File: src/sv/lnts_pkg.sv
// Package for the natural log unit: widths, packed stage structs and
// elaboration-time tables (series coefficients, ln breakpoint table).
// No dependencies.
package lnts_pkg;

  localparam int unsigned TABLE_ENTRIES  = 32;
  localparam int unsigned SERIES_TERMS   = 10;
  localparam int unsigned FRACTION_BITS  = 48;
  localparam int unsigned LN_TABLE_TERMS = 24;

  localparam logic [63:0] LN2_Q62   = 64'h2C5C85FDF473DE6B;
  localparam logic [59:0] POS_LIMIT = 60'h7FFFFFFFFFFFFFF;
  localparam logic [59:0] NEG_LIMIT = 60'h800000000000000;

  localparam int unsigned DIV_W   = 55;
  localparam int unsigned QUO_W   = 62;
  localparam int unsigned MAG_W   = 75;
  localparam int unsigned MUL_NUM = SERIES_TERMS + 2;

  function automatic int unsigned index_bits();
    int unsigned l;
    l = 0;
    for (int i = 0; i < 8; i++) begin
      if ((64'd2 << l) <= 64'(TABLE_ENTRIES)) l++;
    end
    return l;
  endfunction

  localparam int unsigned IDX_BITS = index_bits();
  localparam int unsigned TSIZE    = 1 << IDX_BITS;
  localparam int unsigned SH       = 52 - IDX_BITS;
  localparam int unsigned RSH      = 62 - FRACTION_BITS;

  function automatic logic [63:0] coef_q62(int unsigned n);
    logic [64:0] rem;
    logic [64:0] den;
    logic [63:0] q;
    rem = '0;
    q   = '0;
    den = 65'(2 * n + 1);
    for (int i = 63; i >= 0; i--) begin
      rem = {rem[63:0], (i == 63)};
      if (rem >= den) begin
        rem  = rem - den;
        q[i] = 1'b1;
      end
    end
    return q;
  endfunction

  function automatic logic [63:0] mul_q62(logic [63:0] a, logic [63:0] b);
    logic [127:0] p;
    p = {64'b0, a} * {64'b0, b};
    return p[125:62];
  endfunction

  function automatic logic [63:0] div_q62(logic [63:0] num, logic [63:0] den);
    logic [64:0] rem;
    logic [63:0] q;
    rem = {1'b0, num};
    q   = '0;
    for (int i = 0; i < 62; i++) begin
      rem = {rem[63:0], 1'b0};
      q   = {q[62:0], 1'b0};
      if (rem >= {1'b0, den}) begin
        rem  = rem - {1'b0, den};
        q[0] = 1'b1;
      end
    end
    return q;
  endfunction

  function automatic logic [63:0] atanh2_q62(logic [63:0] b, int unsigned terms);
    logic [63:0] bsq;
    logic [63:0] poly;
    bsq  = mul_q62(b, b);
    poly = coef_q62(terms);
    for (int n = int'(terms); n > 0; n--) begin
      poly = mul_q62(poly, bsq) + coef_q62(n - 1);
    end
    return mul_q62(b, poly);
  endfunction

  typedef logic [TSIZE-1:0][63:0] ln_tab_t;

  function automatic ln_tab_t build_ln_tab();
    ln_tab_t t;
    for (int k = 0; k < int'(TSIZE); k++) begin
      t[k] = atanh2_q62(div_q62(64'(k), 64'(2 * TSIZE + k)), LN_TABLE_TERMS);
    end
    return t;
  endfunction

  localparam ln_tab_t LN_TAB = build_ln_tab();

  typedef struct packed {
    logic                invalid;
    logic                neg;
    logic [10:0]         ae;
    logic [IDX_BITS-1:0] k;
  } side_t;

  typedef struct packed {
    side_t            side;
    logic [DIV_W-1:0] rem;
    logic [DIV_W-1:0] den;
    logic [QUO_W-1:0] quo;
  } div_t;

  typedef struct packed {
    side_t       side;
    logic [63:0] a;
    logic [63:0] bsq;
  } mctx_t;

endpackage

File: src/sv/lnts_post.sv
// Result assembly: table add, exponent times ln2, rounding, saturation,
// sign and the output register. Depends on lnts_pkg.
module lnts_post (
  input  logic               clk_i,
  input  logic               rst_ni,
  input  logic               en_i,
  input  logic               valid_i,
  input  lnts_pkg::side_t    side_i,
  input  logic [63:0]        series_i,
  output logic               valid_o,
  output logic signed [59:0] log_value_o,
  output logic               invalid_o
);
  import lnts_pkg::*;

  localparam logic [MAG_W-1:0] HALF = MAG_W'(1) << (RSH - 1);

  logic             v1_q, v2_q, v3_q;
  side_t            s1_q, s2_q;
  logic [63:0]      frac_q;
  logic [MAG_W-1:0] prod_q, mag, wide_d, wide_q;
  logic [59:0]      res_d, res_q;
  logic             inv_q;

  always_comb begin
    mag    = s1_q.neg ? prod_q - MAG_W'(frac_q) : prod_q + MAG_W'(frac_q);
    wide_d = (mag + HALF) >> RSH;
    if (s2_q.neg) begin
      res_d = (wide_q > MAG_W'(NEG_LIMIT)) ? NEG_LIMIT : wide_q[59:0];
      res_d = 60'd0 - res_d;
    end else begin
      res_d = (wide_q > MAG_W'(POS_LIMIT)) ? POS_LIMIT : wide_q[59:0];
    end
    if (s2_q.invalid) res_d = '0;
  end

  always_ff @(posedge clk_i or negedge rst_ni) begin
    if (!rst_ni) begin
      v1_q <= 1'b0;
      v2_q <= 1'b0;
      v3_q <= 1'b0;
    end else if (en_i) begin
      v1_q <= valid_i;
      v2_q <= v1_q;
      v3_q <= v2_q;
    end
  end

  always_ff @(posedge clk_i) begin
    if (en_i) begin
      s1_q   <= side_i;
      frac_q <= LN_TAB[side_i.k] + series_i;
      prod_q <= MAG_W'(side_i.ae) * MAG_W'(LN2_Q62);
      s2_q   <= s1_q;
      wide_q <= wide_d;
      res_q  <= res_d;
      inv_q  <= s2_q.invalid;
    end
  end

  assign valid_o     = v3_q;
  assign log_value_o = signed'(res_q);
  assign invalid_o   = inv_q;
endmodule

File: config.mk
export PLATFORM = sky130hd
export DESIGN_NAME = lnts_post
export DESIGN_NICKNAME = d
export VERILOG_FILES = /design/src/sv/lnts_pkg.sv /design/src/sv/lnts_post.sv
export SDC_FILE = /design/constraint.sdc
export NUM_CORES = 2
export LEC_CHECK = 0
export ABC_CLOCK_PERIOD_IN_PS = 5950
export BUFFER_PORTS_ARGS = -buffer_cell sky130_fd_sc_hd__buf_4
export CAP_MARGIN = 20
export CORE_ASPECT_RATIO = 1.25
export CORE_MARGIN = 2
export CORE_UTILIZATION = 50
export DETAILED_ROUTE_END_ITERATION = 8
export PLACE_DENSITY = 0.64
export SETUP_SLACK_MARGIN = 0.1
export SLEW_MARGIN = 20
export SYNTH_ARGS = -nofsm -noshare
export SYNTH_HDL_FRONTEND = slang
export SYNTH_SLANG_ARGS = --single-unit
File: constraint.sdc
create_clock -name clk_i -period 5.95 [get_ports clk_i]
set_input_delay 0.595 -clock clk_i [delete_from_list [all_inputs] [get_ports clk_i]]
set_output_delay 0.595 -clock clk_i [all_outputs]
set_load 0.02 [all_outputs]
# Word-level counts from Yosys, hierarchy flattened
# Memory sizes are Yosys's and may differ from the RTL's.
# Index checks and enable logic that the tools add are counted.
[word_totals]
reg_bits = 266
romBits = 2048
in_bits = 86
output_inout_bits = 62
elab_cells = 27
n_memories = 1
[mem_list]
columns = ["memory", "words", "word_bits", "read_ports", "rd_clocked_by_memory_dff", "wr", "line_no", "source"]
rows = [
  ["(name not given)", 32, 64, 1, 0, 0, "lnts_post.sv:52", "frac_q <= LN_TAB[side_i.k] + series_i;"],
]
[op_classes]
n_addsub = 5
multipliers = 1
n_lt_le_gt_ge = 3
n_mux = 5
[ops]
columns = ["cell", "n"]
rows = [
  ["2-to-1 mux 60 bit", 3],
  ["adder 75 x 14 -> 75 bit, second input constant", 1],
  ["2-to-1 mux 75 bit", 1],
  ["adder 73 x 64 -> 74 bit", 1],
  ["subtractor 73 x 64 -> 74 bit", 1],
  ["multiplier 11 x 62 -> 73 bit, second input constant", 1],
  ["adder 64 bit", 1],
  ["2-to-1 mux 64 bit", 1],
  ["> comparator 61 x 59 -> 1 bit, second input constant", 1],
  ["> comparator 61 x 60 -> 1 bit, second input constant", 1],
  ["subtractor 1 x 60 -> 60 bit, first input constant", 1],
  ["less-than comparator 5 x 6 -> 1 bit, second input constant", 1],
]

# Logic depth before layout (Yosys ltp)
[depth]
depth_word = 4
mapped_depth = 26
mapped_depth_nobuf = 24

# Worst setup path after synthesis
# OpenSTA, ideal clock, no wires.
[synth_path]
kind = "input to register"
from = "input port side_i[10] (netlist name)"
to = "register prod_q[66], data pin"
setup_ns = 0.261
arrival_time_ns = 6.474
t_required_ns = 5.689
path_slack_ns = -0.785
path_stages = 22
path_buffers = 0
path_cell_list = "fa_1 > ha_1 > or2_2 > fa_1 > inv_1 > fa_1 > fa_1 > inv_1 > ha_1 > a21o_1 > a21o_1 > a21o_1 > a21o_1 > a21oi_1 > o221ai_1 > a221oi_1 > o21ai_0 > a311oi_1 > o31ai_1 > a21oi_1 > nor3_1 > a311o_1"
[synth_between]
elab_chain_cells = 1
[synth_rtl]
columns = ["element", "line_no", "source"]
rows = [
  ["start: declaration", "lnts_post.sv:8", "input lnts_pkg::side_t side_i,"],
  ["multiplier 11 x 62 -> 73 bit", "lnts_post.sv:53", "prod_q <= MAG_W'(side_i.ae) * MAG_W'(LN2_Q62);"],
  ["end signal: assignment", "lnts_post.sv:53", ""],
  ["end: declaration", "lnts_post.sv:21", "logic [MAG_W-1:0] prod_q, mag, wide_d, wide_q;"],
]
# Every way passes these cells.
# A chain may end at the register's enable or synchronous reset.

# Worst setup path in the final report
[layout_path]
from = "input port side_i[11] (netlist name)"
to = "register prod_q[66], data pin"
# Same word-level chain as after synthesis.

==> impl_metrics.tcl <==
set metrics [dict create \
    grt_pass1_wl_um 209000 \
    ant_nets 0 \
    syn_area_um2 38200 \
    cp-start-kind "input port" \
    grt_start_max_net_pins 132 \
    drive_above_1_share_pct 18.2 \
    cts_root_buffer "clkbuf_16" \
    clk_path_buf_depth 3 \
    drt-total-wl_um 138000 \
    clock_sinks 266 \
    synth_simple_gate_area_share_pct 17.7 \
    fin_util_pct 60.2 \
    cts_buffers 28 \
    hold_viol 0 \
    seq_area_frac_synth_pct 20.9 \
    postSynthCellCount 4588 \
    io_pins 148 \
    synth_fa_ha_area_share_pct 24.6 \
    die_area_um2 78600 \
    design_area_um2 45600 \
    synth_nets 5290 \
    clock_latency_ns 0.60 \
    min_period_ns 5.92 \
    slew_headroom_pct 22.2 \
    dp_hpwl_um 116000 \
    ir_drop_mv 1.01 \
    synthXorXnorAreaFrac_pct 5.30 \
    via_per_inst 6.10 \
    overflow 0 \
    synth-main-ff-cell "edfxtp_1" \
    cp-startpoint "side_i[11]" \
    vias 37200 \
    hold_slack_ns 0.171 \
    htree_levels 1 \
    path_clk_slew_ns 0.06 \
    fmax_mhz 169 \
    async_flop_share_pct 1.13 \
    hold_class "in -> reg" \
    worstHoldStart "side_i[17]" \
    place_area_um2 43900 \
    crit_fanout 4 \
    setup_violations 0 \
    synth_most_common_cell "inv_1" \
    yosys.area.top_type "edfxtp_1" \
    outcome "finished clean" \
    syn_area_per_cell_um2 8.32 \
    power_density_nw_per_um2 708 \
    std_cell_rows 113 \
    yosys.area.top_type_share_pct 20.7 \
    ys_top_cells_by_count "inv_1, a21oi_1, ha_1, nor2_1, nand2_1" \
    ys_ff_latch 266 \
    reg2reg_from "prod_q[26]$_DFFE_PP_" \
    cap_violations 0 \
    end_kind "flip-flop" \
    initial_utilization_pct 50.4 \
    rsz0062_at_grt "true" \
    cts_tree "built" \
    synth.distinct_cells 110 \
    tightest_slew_ns 1.14 \
    die_h_um 313 \
    wl_per_cell_um 22.6 \
    synth_area_leaders "edfxtp_1, ha_1, fa_1" \
    core_um2 75800 \
    fill_cells 7027 \
    synthMuxAreaShare_pct 0.564 \
    worstPathRequired_ns 6.27 \
    multi_input_area_um2 28000 \
    antenna_found_initial 3 \
    drt_iter0_markers 3088 \
    synth-edff-count 263 \
    maxSlewViolCount 0 \
    drc 0 \
    finalClockSkew_ns 0.0356 \
    gp_congestion 1.04 \
    synth_top_family_by_area "adder cells" \
    drt_pre_antenna_iters 6 \
    final-seq-area_um2 7970 \
    fin_crit_sh_pct 99.6 \
    diodes 0 \
    fin_setup_tns_ns 0 \
    io_buffers 147 \
    die_x_um 251 \
    worstSetupPathType "in -> reg" \
    syn_to_final_growth_pct 19.5 \
    yosys_warnings 0 \
    nets 5805 \
    grt_usage_pct 34.3 \
    p_leak_nw 20.3 \
    grt_pass1_vias 36000 \
    synth_compound_area_share_pct 23.5 \
    worstPathArrival_ns 6.25 \
]
power breakdown:
group / switching [W] / internal (W) / leakage (nW) / total [W]
clock network: 0.000766 / 0.00101 / 0.457 / 0.00178
logic: 0.0151 / 0.0113 / 17.2 / 0.0264
registers: 0.000635 / 0.00350 / 2.63 / 0.00414
layer usage:
layer,part of all wire [%],vias to the layer above,GRT usage (%)
li1,-,17600,-
met1,40,17700,42.0
met2,49,1560,60.7
met3,5.4,371,2.47
met4,6.0,4,17.6
met5,0.020,-,0
worst max-delay path: stages:
cell and delay [ns]:
buf_6 0.11, fa_2 0.53, buf_6 0.16, ha_4 0.14, or2_4 0.23, fa_1 0.52, inv_1 0.05, fa_1 0.46
fa_1 0.55, inv_2 0.06, ha_4 0.21, a21o_1 0.16, a21o_1 0.18, a21o_1 0.20, a21o_1 0.20, a21oi_2 0.16
o221ai_2 0.13, a221oi_2 0.32, o21ai_4 0.12, a311oi_2 0.22, buf_4 0.19, o31ai_4 0.06, buf_6 0.14, a21oi_4 0.22
nor3_2 0.06, a311o_1 0.27
state kept, by name, indices dropped and copies added, names as in the netlist:
signal / count
log_value_o: 60
v1_q: 1
wide_q: 61
invalid_o: 1
prod_q: 73
s1_q: 2
frac_q: 64
valid_o: 1
s2_q: 2
v2_q: 1
stage by stage:
| step | instances | power [W] | worst slack [ns] |
|---|---|---|---|
| final | 6101 | 0.0323 | 0.0250 |
| after global routing | 6101 | 0.0345 | -0.176 |
| after CTS | 6091 | 0.0314 | 0.0528 |
| after detailed placement | 6018 | 0.0289 | -0.862 |
| after global placement | 6018 | 0.0288 | -0.850 |
| after floorplan | 4588 | 0.0188 | -0.191 |
logic make-up after synthesis:
kind of cell,count (synthesis)
adders and majority gates,616
and+or+nand+nor,1339
muxes,16
buffers and inverters,750
AOI/OAI and AO/OA,1371
DFF,266
xor gates and xnor gates,230
cell usage in the layout, fill, tap and decap left out, types with 16 or more instances in the layout:
cell type  Yosys  final
buf_4          1    669
inv_1        526    513
a21oi_1      429    417
ha_1         392    370
nor2_1       322    315
nand2_1      304    300
edfxtp_1     263    263
o21ai_0      243    232
fa_1         224    216
xnor2_1      161    161
a21o_1       150    150
nor3_1       141    138
nand3_1      110    106
nand4_1       89     89
xor2_1        68     67
a211oi_1      62     61
nor2b_1       55     55
o21bai_1      56     55
nor4_1        54     53
o31ai_1       52     48
a31oi_1       46     46
nand2b_1      44     44
o211ai_1      44     44
or3_1         39     39
and3_1        35     35
and2_1        30     30
clkbuf_16      0     28
o21a_1        24     23
or4_1         22     21
or2_2         22     21
ha_4           0     20
buf_6          0     20
inv_2          6     18
a211o_1       17     17
o311ai_0      18     16
a311oi_1      19     16
o22ai_1       16     16
path summary, 6_finish.rpt:
kind / endpoint / slack (ns) / cells after the start
worst max-delay path: prod_q[66]$_DFFE_PP_ / 0.03 / 26
worst min-delay path: s1_q[17]$_DFFE_PP_ / 0.17 / 1
worst max register to register: wide_q[59]$_DFFE_PP_ / 0.37 / 15
worst min register to register: s2_q[17]$_DFFE_PP_ / 0.43 / 0
max in group asynchronous: valid_o$_DFFE_PN0P_ / 5.51 / 2
min in group asynchronous: v1_q$_DFFE_PN0P_ / 0.35 / 2
cell type report:
class / count / share of cell area [%]
clock buffers: 32 / 1.57
clock inverters: 19 / 0.491
inverters: 534 / 4.40
multi-input cells: 3572 / 61.4
flip-flops and latches: 266 / 17.5
well taps: 977 / 2.68
repair buffers: 701 / 12.0
repair_timing:
| item | CTS | global route |
|---|---|---|
| pin swaps | 59 | 54 |
| hold buffers | 1 | 0 |
| endpoints found under the setup margin | 15 | 21 |
| hold endpoints to repair | 3 | 0 |
| resized for setup | 51 | 65 |
| setup buffers | 21 | 10 |
Note: power is estimated with default switching activity, not from simulation.
