$ cat src/sv/lnts_pkg.sv
// Package for the natural log unit: widths, packed stage structs and
// elaboration-time tables (series coefficients, ln breakpoint table).
// No dependencies.
package lnts_pkg;

  localparam int unsigned TABLE_ENTRIES  = 32;
  localparam int unsigned SERIES_TERMS   = 10;
  localparam int unsigned FRACTION_BITS  = 48;
  localparam int unsigned LN_TABLE_TERMS = 24;

  localparam logic [63:0] LN2_Q62   = 64'h2C5C85FDF473DE6B;
  localparam logic [59:0] POS_LIMIT = 60'h7FFFFFFFFFFFFFF;
  localparam logic [59:0] NEG_LIMIT = 60'h800000000000000;

  localparam int unsigned DIV_W   = 55;
  localparam int unsigned QUO_W   = 62;
  localparam int unsigned MAG_W   = 75;
  localparam int unsigned MUL_NUM = SERIES_TERMS + 2;

  function automatic int unsigned index_bits();
    int unsigned l;
    l = 0;
    for (int i = 0; i < 8; i++) begin
      if ((64'd2 << l) <= 64'(TABLE_ENTRIES)) l++;
    end
    return l;
  endfunction

  localparam int unsigned IDX_BITS = index_bits();
  localparam int unsigned TSIZE    = 1 << IDX_BITS;
  localparam int unsigned SH       = 52 - IDX_BITS;
  localparam int unsigned RSH      = 62 - FRACTION_BITS;

  function automatic logic [63:0] coef_q62(int unsigned n);
    logic [64:0] rem;
    logic [64:0] den;
    logic [63:0] q;
    rem = '0;
    q   = '0;
    den = 65'(2 * n + 1);
    for (int i = 63; i >= 0; i--) begin
      rem = {rem[63:0], (i == 63)};
      if (rem >= den) begin
        rem  = rem - den;
        q[i] = 1'b1;
      end
    end
    return q;
  endfunction

  function automatic logic [63:0] mul_q62(logic [63:0] a, logic [63:0] b);
    logic [127:0] p;
    p = {64'b0, a} * {64'b0, b};
    return p[125:62];
  endfunction

  function automatic logic [63:0] div_q62(logic [63:0] num, logic [63:0] den);
    logic [64:0] rem;
    logic [63:0] q;
    rem = {1'b0, num};
    q   = '0;
    for (int i = 0; i < 62; i++) begin
      rem = {rem[63:0], 1'b0};
      q   = {q[62:0], 1'b0};
      if (rem >= {1'b0, den}) begin
        rem  = rem - {1'b0, den};
        q[0] = 1'b1;
      end
    end
    return q;
  endfunction

  function automatic logic [63:0] atanh2_q62(logic [63:0] b, int unsigned terms);
    logic [63:0] bsq;
    logic [63:0] poly;
    bsq  = mul_q62(b, b);
    poly = coef_q62(terms);
    for (int n = int'(terms); n > 0; n--) begin
      poly = mul_q62(poly, bsq) + coef_q62(n - 1);
    end
    return mul_q62(b, poly);
  endfunction

  typedef logic [TSIZE-1:0][63:0] ln_tab_t;

  function automatic ln_tab_t build_ln_tab();
    ln_tab_t t;
    for (int k = 0; k < int'(TSIZE); k++) begin
      t[k] = atanh2_q62(div_q62(64'(k), 64'(2 * TSIZE + k)), LN_TABLE_TERMS);
    end
    return t;
  endfunction

  localparam ln_tab_t LN_TAB = build_ln_tab();

  typedef struct packed {
    logic                invalid;
    logic                neg;
    logic [10:0]         ae;
    logic [IDX_BITS-1:0] k;
  } side_t;

  typedef struct packed {
    side_t            side;
    logic [DIV_W-1:0] rem;
    logic [DIV_W-1:0] den;
    logic [QUO_W-1:0] quo;
  } div_t;

  typedef struct packed {
    side_t       side;
    logic [63:0] a;
    logic [63:0] bsq;
  } mctx_t;

endpackage

$ cat src/sv/lnts_div_stage.sv
// One restoring division step of the quotient pipeline, registered.
// Depends on lnts_pkg.
module lnts_div_stage (
  input  logic           clk_i,
  input  logic           rst_ni,
  input  logic           en_i,
  input  logic           valid_i,
  input  lnts_pkg::div_t data_i,
  output logic           valid_o,
  output lnts_pkg::div_t data_o
);
  import lnts_pkg::*;

  logic             valid_q;
  div_t             data_q, data_d;
  logic [DIV_W-1:0] rem2;
  logic             ge;

  always_comb begin
    rem2          = {data_i.rem[DIV_W-2:0], 1'b0};
    ge            = rem2 >= data_i.den;
    data_d        = data_i;
    data_d.rem    = ge ? rem2 - data_i.den : rem2;
    data_d.quo    = {data_i.quo[QUO_W-2:0], ge};
  end

  always_ff @(posedge clk_i or negedge rst_ni) begin
    if (!rst_ni) begin
      valid_q <= 1'b0;
    end else if (en_i) begin
      valid_q <= valid_i;
    end
  end

  always_ff @(posedge clk_i) begin
    if (en_i) begin
      data_q <= data_d;
    end
  end

  assign valid_o = valid_q;
  assign data_o  = data_q;
endmodule

$ cat config.mk
export PLATFORM = sky130hd
export DESIGN_NAME = lnts_div_stage
export DESIGN_NICKNAME = d
export VERILOG_FILES = /design/src/sv/lnts_pkg.sv /design/src/sv/lnts_div_stage.sv
export SDC_FILE = /design/constraint.sdc
export NUM_CORES = 1
export LEC_CHECK = 0
export BUFFER_PORTS_ARGS = -buffer_cell sky130_fd_sc_hd__buf_2
export CORE_AREA = 2 2 148 150
export CTS_CLUSTER_SIZE = 14
export DETAILED_ROUTE_END_ITERATION = 12
export DIE_AREA = 0 0 150 152
export GPL_ROUTABILITY_DRIVEN = 0
export GPL_TIMING_DRIVEN = 0
export PLACE_DENSITY = 0.77
export SETUP_SLACK_MARGIN = 0.2
export SYNTH_ARGS = -nofsm -noshare
export SYNTH_HDL_FRONTEND = slang
export SYNTH_SLANG_ARGS = --single-unit
$ cat constraint.sdc
create_clock -name clk_i -period 0.85 [get_ports clk_i]
set_input_delay 0.085 -clock clk_i [delete_from_list [all_inputs] [get_ports clk_i]]
set_output_delay 0.085 -clock clk_i [all_outputs]
set_load 0.02 [all_outputs]
# Yosys cells after proc, flatten, opt, wreduce, memory -nomap -nowiden
# Cells that the tools add are included.
dict set report totals {
  output_inout_bits 191
  register_bits 191
  word_cells 12
  in_bits 194
}
dict set report op_classes {
  add_sub_neg 1
  n_lt_le_gt_ge 1
  mux 1
}
# op n
set ops {}
lappend ops {{>= comparator 55 bit} 1}
lappend ops {{two-way mux 55 bit} 1}
lappend ops {{subtractor 55 bit} 1}

# Longest topological paths before layout
# Gate-level depths: netlist (run 1).
dict set report logic_depth {
  ltp_word 2
  ltp_mapped 14
  mapped_depth_nobuf 12
}

# Worst setup path after synthesis (run 1)
# Ideal clock, no wire load.
dict set report synth_path {
  path_kind {input to register}
  start {input data_i[62] (netlist bit)}
  end {register data_q, in the netlist data_o[169] (data pin)}
  arrival_time_ps 2558
  required_ps 581
  path_buffers 0
  stages 11
  setup_slack_ps -1977
  setup_ps 269
  path_cell_list {inv_1 fa_1 a21o_1 a221o_1 o21ai_2 o31ai_1 a2111oi_0 nor2_1 a311oi_1 xor2_1 o21ai_0}
}
# item line
set synth_rtl {}
lappend synth_rtl {{start, declared} lnts_div_stage.sv:8} ;# input lnts_pkg::div_t data_i,
lappend synth_rtl {{end signal, assigned} lnts_div_stage.sv:37} ;# data_q <= data_d;
lappend synth_rtl {{end, declared} lnts_div_stage.sv:15} ;# div_t data_q, data_d;

==> results.py, run 1 <==
metrics = {
    "status": {
        "status": "finished, violations left",
        "violations": "hold timing, setup timing",
    },
    "timing": {
        "period_share_pct": 319,
        "period_minus_slack_ps": 2720,
        "report.final.slew_viol_count": 0,
        "rsz0062_at_grt": "true",
        "fin_tns_setup_ps": -142480,
        "setup_ws_ps": -1870,
        "finalHoldViolCount": 38,
        "tightest_slew_ps": 673,
        "timing.hold.ws_ps": -77.3,
        "slew_headroom_pct": 54.6,
        "clock.fmax_ghz": 0.368,
        "finalSetupViolations": 247,
        "fin_skew_ps": 0,
    },
    "synthesis": {
        "synthCells": 865,
        "synth_edf_count": 190,
        "synth_fa_ha_area_share_pct": 7.18,
        "yosysWarnings": 0,
        "synth_top_cell_by_area": "edfxtp_1",
        "async_reset_ff_share_pct": 0.524,
        "synth-compound-area-share_pct": 15.8,
        "ys.flop_type": "edfxtp_1",
        "synth_xor_area_share_pct": 4.08,
        "synth_area_mm2": 0.00987,
        "postSynthAreaPerCell_um2": 11.4,
        "synth_cell_types": 57,
        "synth_top_cell_area_share_pct": 57.8,
        "synth-simple-area-share_pct": 10.0,
        "synthesis.nets": 1115,
        "ys_seq_area_share_pct": 58.1,
        "synth_top_family_by_area": "compound AO/OA/AOI/OAI gates",
        "synth_seq_cells": 191,
        "muxShareOfSynthArea_pct": 0.609,
        "synthTopCellsByArea": "edfxtp_1 58%, ha_1 7.0%, nand2_1 3.6%, o21ai_0 3.2%, a21oi_1 3.1%",
    },
    "floorplan": {
        "core_area_mm2": 0.0214,
        "io_pins": 385,
        "num_rows": 54,
        "initial_core_util_pct": 46.2,
        "die_x_um": 150,
        "dieArea_mm2": 0.0228,
        "die_y_um": 152,
    },
    "worst_setup_path": {
        "crit_arrival_ps": 3010,
        "crit_family": "compound AO/OA/AOI/OAI gates",
        "required_ps": 1140,
        "crit_type": "in2reg",
        "cp_max_fo": 4,
        "crit_chain": "buf_2 > inv_2 > fa_2 > a21o_1 > a221o_1 > o211ai_1 > nand3_2 > a41oi_4 > nor2_2 > a311o_1 > a41o_1 > o31ai_2",
        "critPathLaunchType": "primary input",
        "slowest_delay_ps": 400,
        "cpMaxStageDelayCell": "a221o_1",
        "cp.buffers_inverters": 2,
        "cp-end-kind": "flip-flop",
    },
    "placement": {
        "place_hpwl_um": 22900,
        "port_buffers": 382,
        "dpl_worst_slack_ps": -2440,
        "postPlaceCellArea_mm2": 0.0123,
    },
    "clock_tree": {
        "clk_pin_slew_ps": 90,
        "cts-root-buf": "clkbuf_16",
        "cts_tree": "done",
        "clock-sinks": 191,
        "clk_latency_ps": 450,
        "cts_buffers": 17,
        "cts_buffer_depth": 2,
        "ctsHoldBuffers": 144,
        "cts.htree.levels": 4,
    },
    "global_route": {
        "track_usage_pct": 31.2,
        "grt_pass1_wl_um": 54100,
        "grt_pass1_vias": 9852,
        "grt_max_degree": 72,
        "gr-total-overflow": 0,
        "antenna_found_initial": 9,
    },
    "cells_and_area": {
        "final_common_cell": "buf_2",
        "layout-drive-gt1-share_pct": 38.7,
        "area_growth_pct": 66.1,
        "final_nets": 1697,
        "design_area_mm2": 0.0164,
        "layout_common_cells": "208 x buf_2, 190 x edfxtp_1, 173 x buf_6",
    },
    "detailed_routing": {
        "met1_length_um": 14300,
        "vias": 10100,
        "wire_per_inst_um": 24.2,
        "drt_iter0_drc": 1140,
        "wl_met3_um": 4060,
        "ant_nets": 0,
        "dr.pass1.iters": 6,
        "totalWireLength_um": 42300,
        "drc_errors": 0,
        "vias_per_cell": 5.78,
        "routed-wl-met2_um": 20700,
        "top_layer": "met5",
    },
    "min_path": {
        "hp-class": "in2reg",
    },
    "pwr": {
        "power_uw": 29700,
        "power_leakage_uw": 0.00711,
        "power_density_mw_per_mm2": 1810,
        "peakVddDrop_uv": 1210,
    },
    "flow_run": {
        "max_cap_violations": 0,
    },
}
power by group:
part           switching, µW  total (µW)  internal, µW
Combinational           5120        9350          4230
Clock                   4390        8350          3960
Sequential               517       12000         11500
Total                  10000       29700         19700
cells by family (layout without fill, tap and decap cells):
| logic type | Yosys count | after routing |
|---|---|---|
| AOI/OAI and AO/OA | 245 | 245 |
| and+or+nand+nor | 213 | 215 |
| DFF | 191 | 191 |
| buffers and inverters | 109 | 701 |
| adders and majority gates | 56 | 56 |
| xor gates and xnor gates | 46 | 46 |
| muxes | 5 | 5 |
| other | 0 | 9 |
layer usage:
layer | global-route usage, % | vias to the layer above
met5 | 0 | -
met4 | 19.7 | 2
met3 | 7.72 | 226
met2 | 53.9 | 723
met1 | 34.0 | 4773
li1 | - | 4385
sequential cells by signal, summed over array words and instances (netlist names):
| name | flops |
|---|---|
| data_o | 190 |
| valid_o | 1 |
through the flow:
| stage | utilization [%] | cells |
|---|---|---|
| floorplan | - | 865 |
| global placement | 57.6 | 1527 |
| detailed placement | 57.8 | 1528 |
| CTS | 72.4 | 1727 |
| global route | 76.7 | 1745 |
| finish | 76.7 | 1748 |
synth_stat cells, types with 18 or more instances:
master / number
edfxtp_1: 190
a21oi_1: 62
o21ai_0: 64
nand4_1: 18
nand2_1: 94
xor2_1: 18
nor2_1: 36
a21o_1: 32
ha_1: 55
clkbuf_1: 32
inv_1: 73
xnor2_1: 28
final cells by class:
cell class	count	area [µm²]
fill	1228	4970
clock buffer	17	425
inverter	74	303
antenna	9	22.5
clock inverter	14	163
buffer	35	269
multi-input combinational	567	4210
tap	280	350
timing repair buffer	561	4910
sequential	191	5730
path summary, 6_finish.rpt:
check | endpoint | slack (ps) | from | cells past startpoint
worst max register to register | valid_o | 60 | valid_o | 1
worst min-delay path | data_o[126] | -80 | data_i[125] | 2
min in group asynchronous | valid_o | 490 | rst_ni | 3
worst max-delay path | data_o[163] | -1870 | data_i[62] | 12
worst min register to register | valid_o | 550 | valid_o | 1
max in group asynchronous | valid_o | 220 | rst_ni | 3
what timing repair did:
item	4_1_cts	5_1_grt
endpoints found under the setup margin	370	370
hold endpoints to repair	186	40
pin swaps	10	25
resized for setup	274	236
buffers inserted	17	7
gates cloned	7	5
Power figures use the tool's default switching activity.
==> run 2: changes to the inputs <==
--- a/config.mk
+++ b/config.mk
@@ -12,7 +12,8 @@
 export DIE_AREA = 0 0 150 152
 export GPL_ROUTABILITY_DRIVEN = 0
 export GPL_TIMING_DRIVEN = 0
-export PLACE_DENSITY = 0.77
+export PLACE_DENSITY = 0.88
+export REMOVE_ABC_BUFFERS = 1
 export SETUP_SLACK_MARGIN = 0.2
 export SYNTH_ARGS = -nofsm -noshare
 export SYNTH_HDL_FRONTEND = slang
==> run 2 against run 1 <==
  * The flow still finishes with violations (hold timing, setup timing)
  * Critical path depth up 2
  * Combinational power up 9%
  * Clock power up 0.5%
  * Wire length up 5.4%
  * Cell count down 0.69%
  * Non-clock buffer count down 12
  * Hold slack worse by 16 ps
  * Die area unchanged
  * Largest power group unchanged
==> results.py, run 2 (same netlist as run 1, synthesis figures left out) <==
metrics = {
    "clock_tree": {
        "ctsHoldBuffers": 138,
        "cts_tree": "done",
        "cts_buffers": 17,
        "cts_buffer_depth": 2,
        "clk_pin_slew_ps": 80,
        "clock-sinks": 191,
        "clk_latency_ps": 450,
        "cts.htree.levels": 4,
        "cts-root-buf": "clkbuf_16",
    },
    "pwr": {
        "power_uw": 30600,
        "power_leakage_uw": 0.00728,
        "peakVddDrop_uv": 1490,
        "power_density_mw_per_mm2": 1830,
    },
    "global_route": {
        "antenna_found_initial": 5,
        "grt_pass1_vias": 9873,
        "grt_pass1_wl_um": 55200,
        "grt_max_degree": 51,
        "gr-total-overflow": 0,
        "track_usage_pct": 32.1,
    },
    "detailed_routing": {
        "drt_iter0_drc": 1591,
        "ant_nets": 0,
        "wire_per_inst_um": 25.7,
        "totalWireLength_um": 44500,
        "drc_errors": 0,
        "vias_per_cell": 6.03,
        "vias": 10500,
        "dr.pass1.iters": 10,
    },
    "floorplan": {
        "num_rows": 54,
        "dieArea_mm2": 0.0228,
        "core_area_mm2": 0.0214,
        "die_y_um": 152,
        "die_x_um": 150,
        "io_pins": 385,
        "initial_core_util_pct": 46.2,
    },
    "timing": {
        "report.final.slew_viol_count": 0,
        "clock.fmax_ghz": 0.352,
        "setup_ws_ps": -1990,
        "rsz0062_at_grt": "true",
        "tightest_slew_ps": 550,
        "period_minus_slack_ps": 2840,
        "period_share_pct": 334,
        "fin_tns_setup_ps": -150740,
        "finalSetupViolations": 247,
        "slew_headroom_pct": 63.0,
        "fin_skew_ps": 0,
        "finalHoldViolCount": 38,
        "timing.hold.ws_ps": -92.9,
    },
    "cells_and_area": {
        "final_nets": 1685,
        "layout-drive-gt1-share_pct": 42.5,
        "final_common_cell": "buf_2",
        "fillerInstances": 1187,
        "layout_common_cells": "215 x buf_2, 190 x edfxtp_1, 177 x buf_6",
        "largest_reg_flops": 190,
        "area_growth_pct": 69.8,
    },
    "worst_setup_path": {
        "required_ps": 1040,
        "critPathLaunchType": "primary input",
        "crit_type": "in2reg",
        "crit_arrival_ps": 3030,
        "cp-end-kind": "flip-flop",
        "cp_max_fo": 7,
    },
    "status": {
        "violations": "hold timing, setup timing",
        "status": "finished, violations left",
    },
    "min_path": {
        "hp-class": "in2reg",
    },
    "flow_run": {
        "max_cap_violations": 0,
    },
    "placement": {
        "place_hpwl_um": 23100,
        "port_buffers": 382,
    },
}
[run 2: where the power goes]
part | switching, µW | internal [µW] | total (µW)
clock | 4360 | 4020 | 8390
sequential | 507 | 11500 | 12000
combinational | 5610 | 4630 | 10200
[run 2: cell type report]
cell class              instances  area [µm²]  share of cell area, %
multi-input cells             567        4510                   26.9
clock inverters                15         191                   1.14
well taps                     280         350                   2.09
flip-flops and latches        191        5730                   34.2
clock buffers                  17         425                   2.54
inverters                      74         298                   1.78
repair buffers                584        5230                   31.2
diodes                          8        20.0                  0.119
[run 2: worst max-delay path, stage by stage]
cell,delay (ps)
buf_2,100
inv_1,120
ha_1,470
nand4_1,200
nor4_2,410
o211ai_1,260
nand3_2,180
a41oi_2,170
buf_4,190
nor3_4,180
o31ai_2,110
buf_4,170
xnor2_2,130
mux2_4,260
[run 2: through the flow]
step                cell area [µm²]  setup WS (ps)  instances  util (%)
global placement              12000          -5490       1492      56.1
floorplan                      9730          -3600        830         -
finish                        16800          -1990       1736      78.5
global route                  16700          -2090       1729      78.4
detailed placement            12100          -3040       1495      56.6
CTS                           15400          -1900       1697      71.9
[run 2: final timing paths]
kind | start | to | slack (ps) | cells after the start
max | data_i[76] | data_o[155] | -1990 | 14
min | data_i[120] | data_o[121] | -90 | 3
max reg2reg | valid_o | valid_o | 10 | 1
min reg2reg | valid_o | valid_o | 640 | 1
max in group asynchronous | rst_ni | valid_o | 120 | 3
min in group asynchronous | rst_ni | valid_o | 580 | 3
[run 2: what timing repair did]
action                                 CTS  global route
cloned                                   7             7
gates resized for setup                275           304
pin swaps                               25            65
endpoints found under the hold margin  181            49
setup buffers                           25            24
setup endpoints to repair              347           248
[run 2: routing by layer]
metal	up-vias	routed length (µm)	GRT usage [%]
met5	-	10	0
met4	2	3660	18.5
met3	310	5820	8.68
met2	909	20800	54.8
met1	4890	14200	35.9
li1	4363	-	-
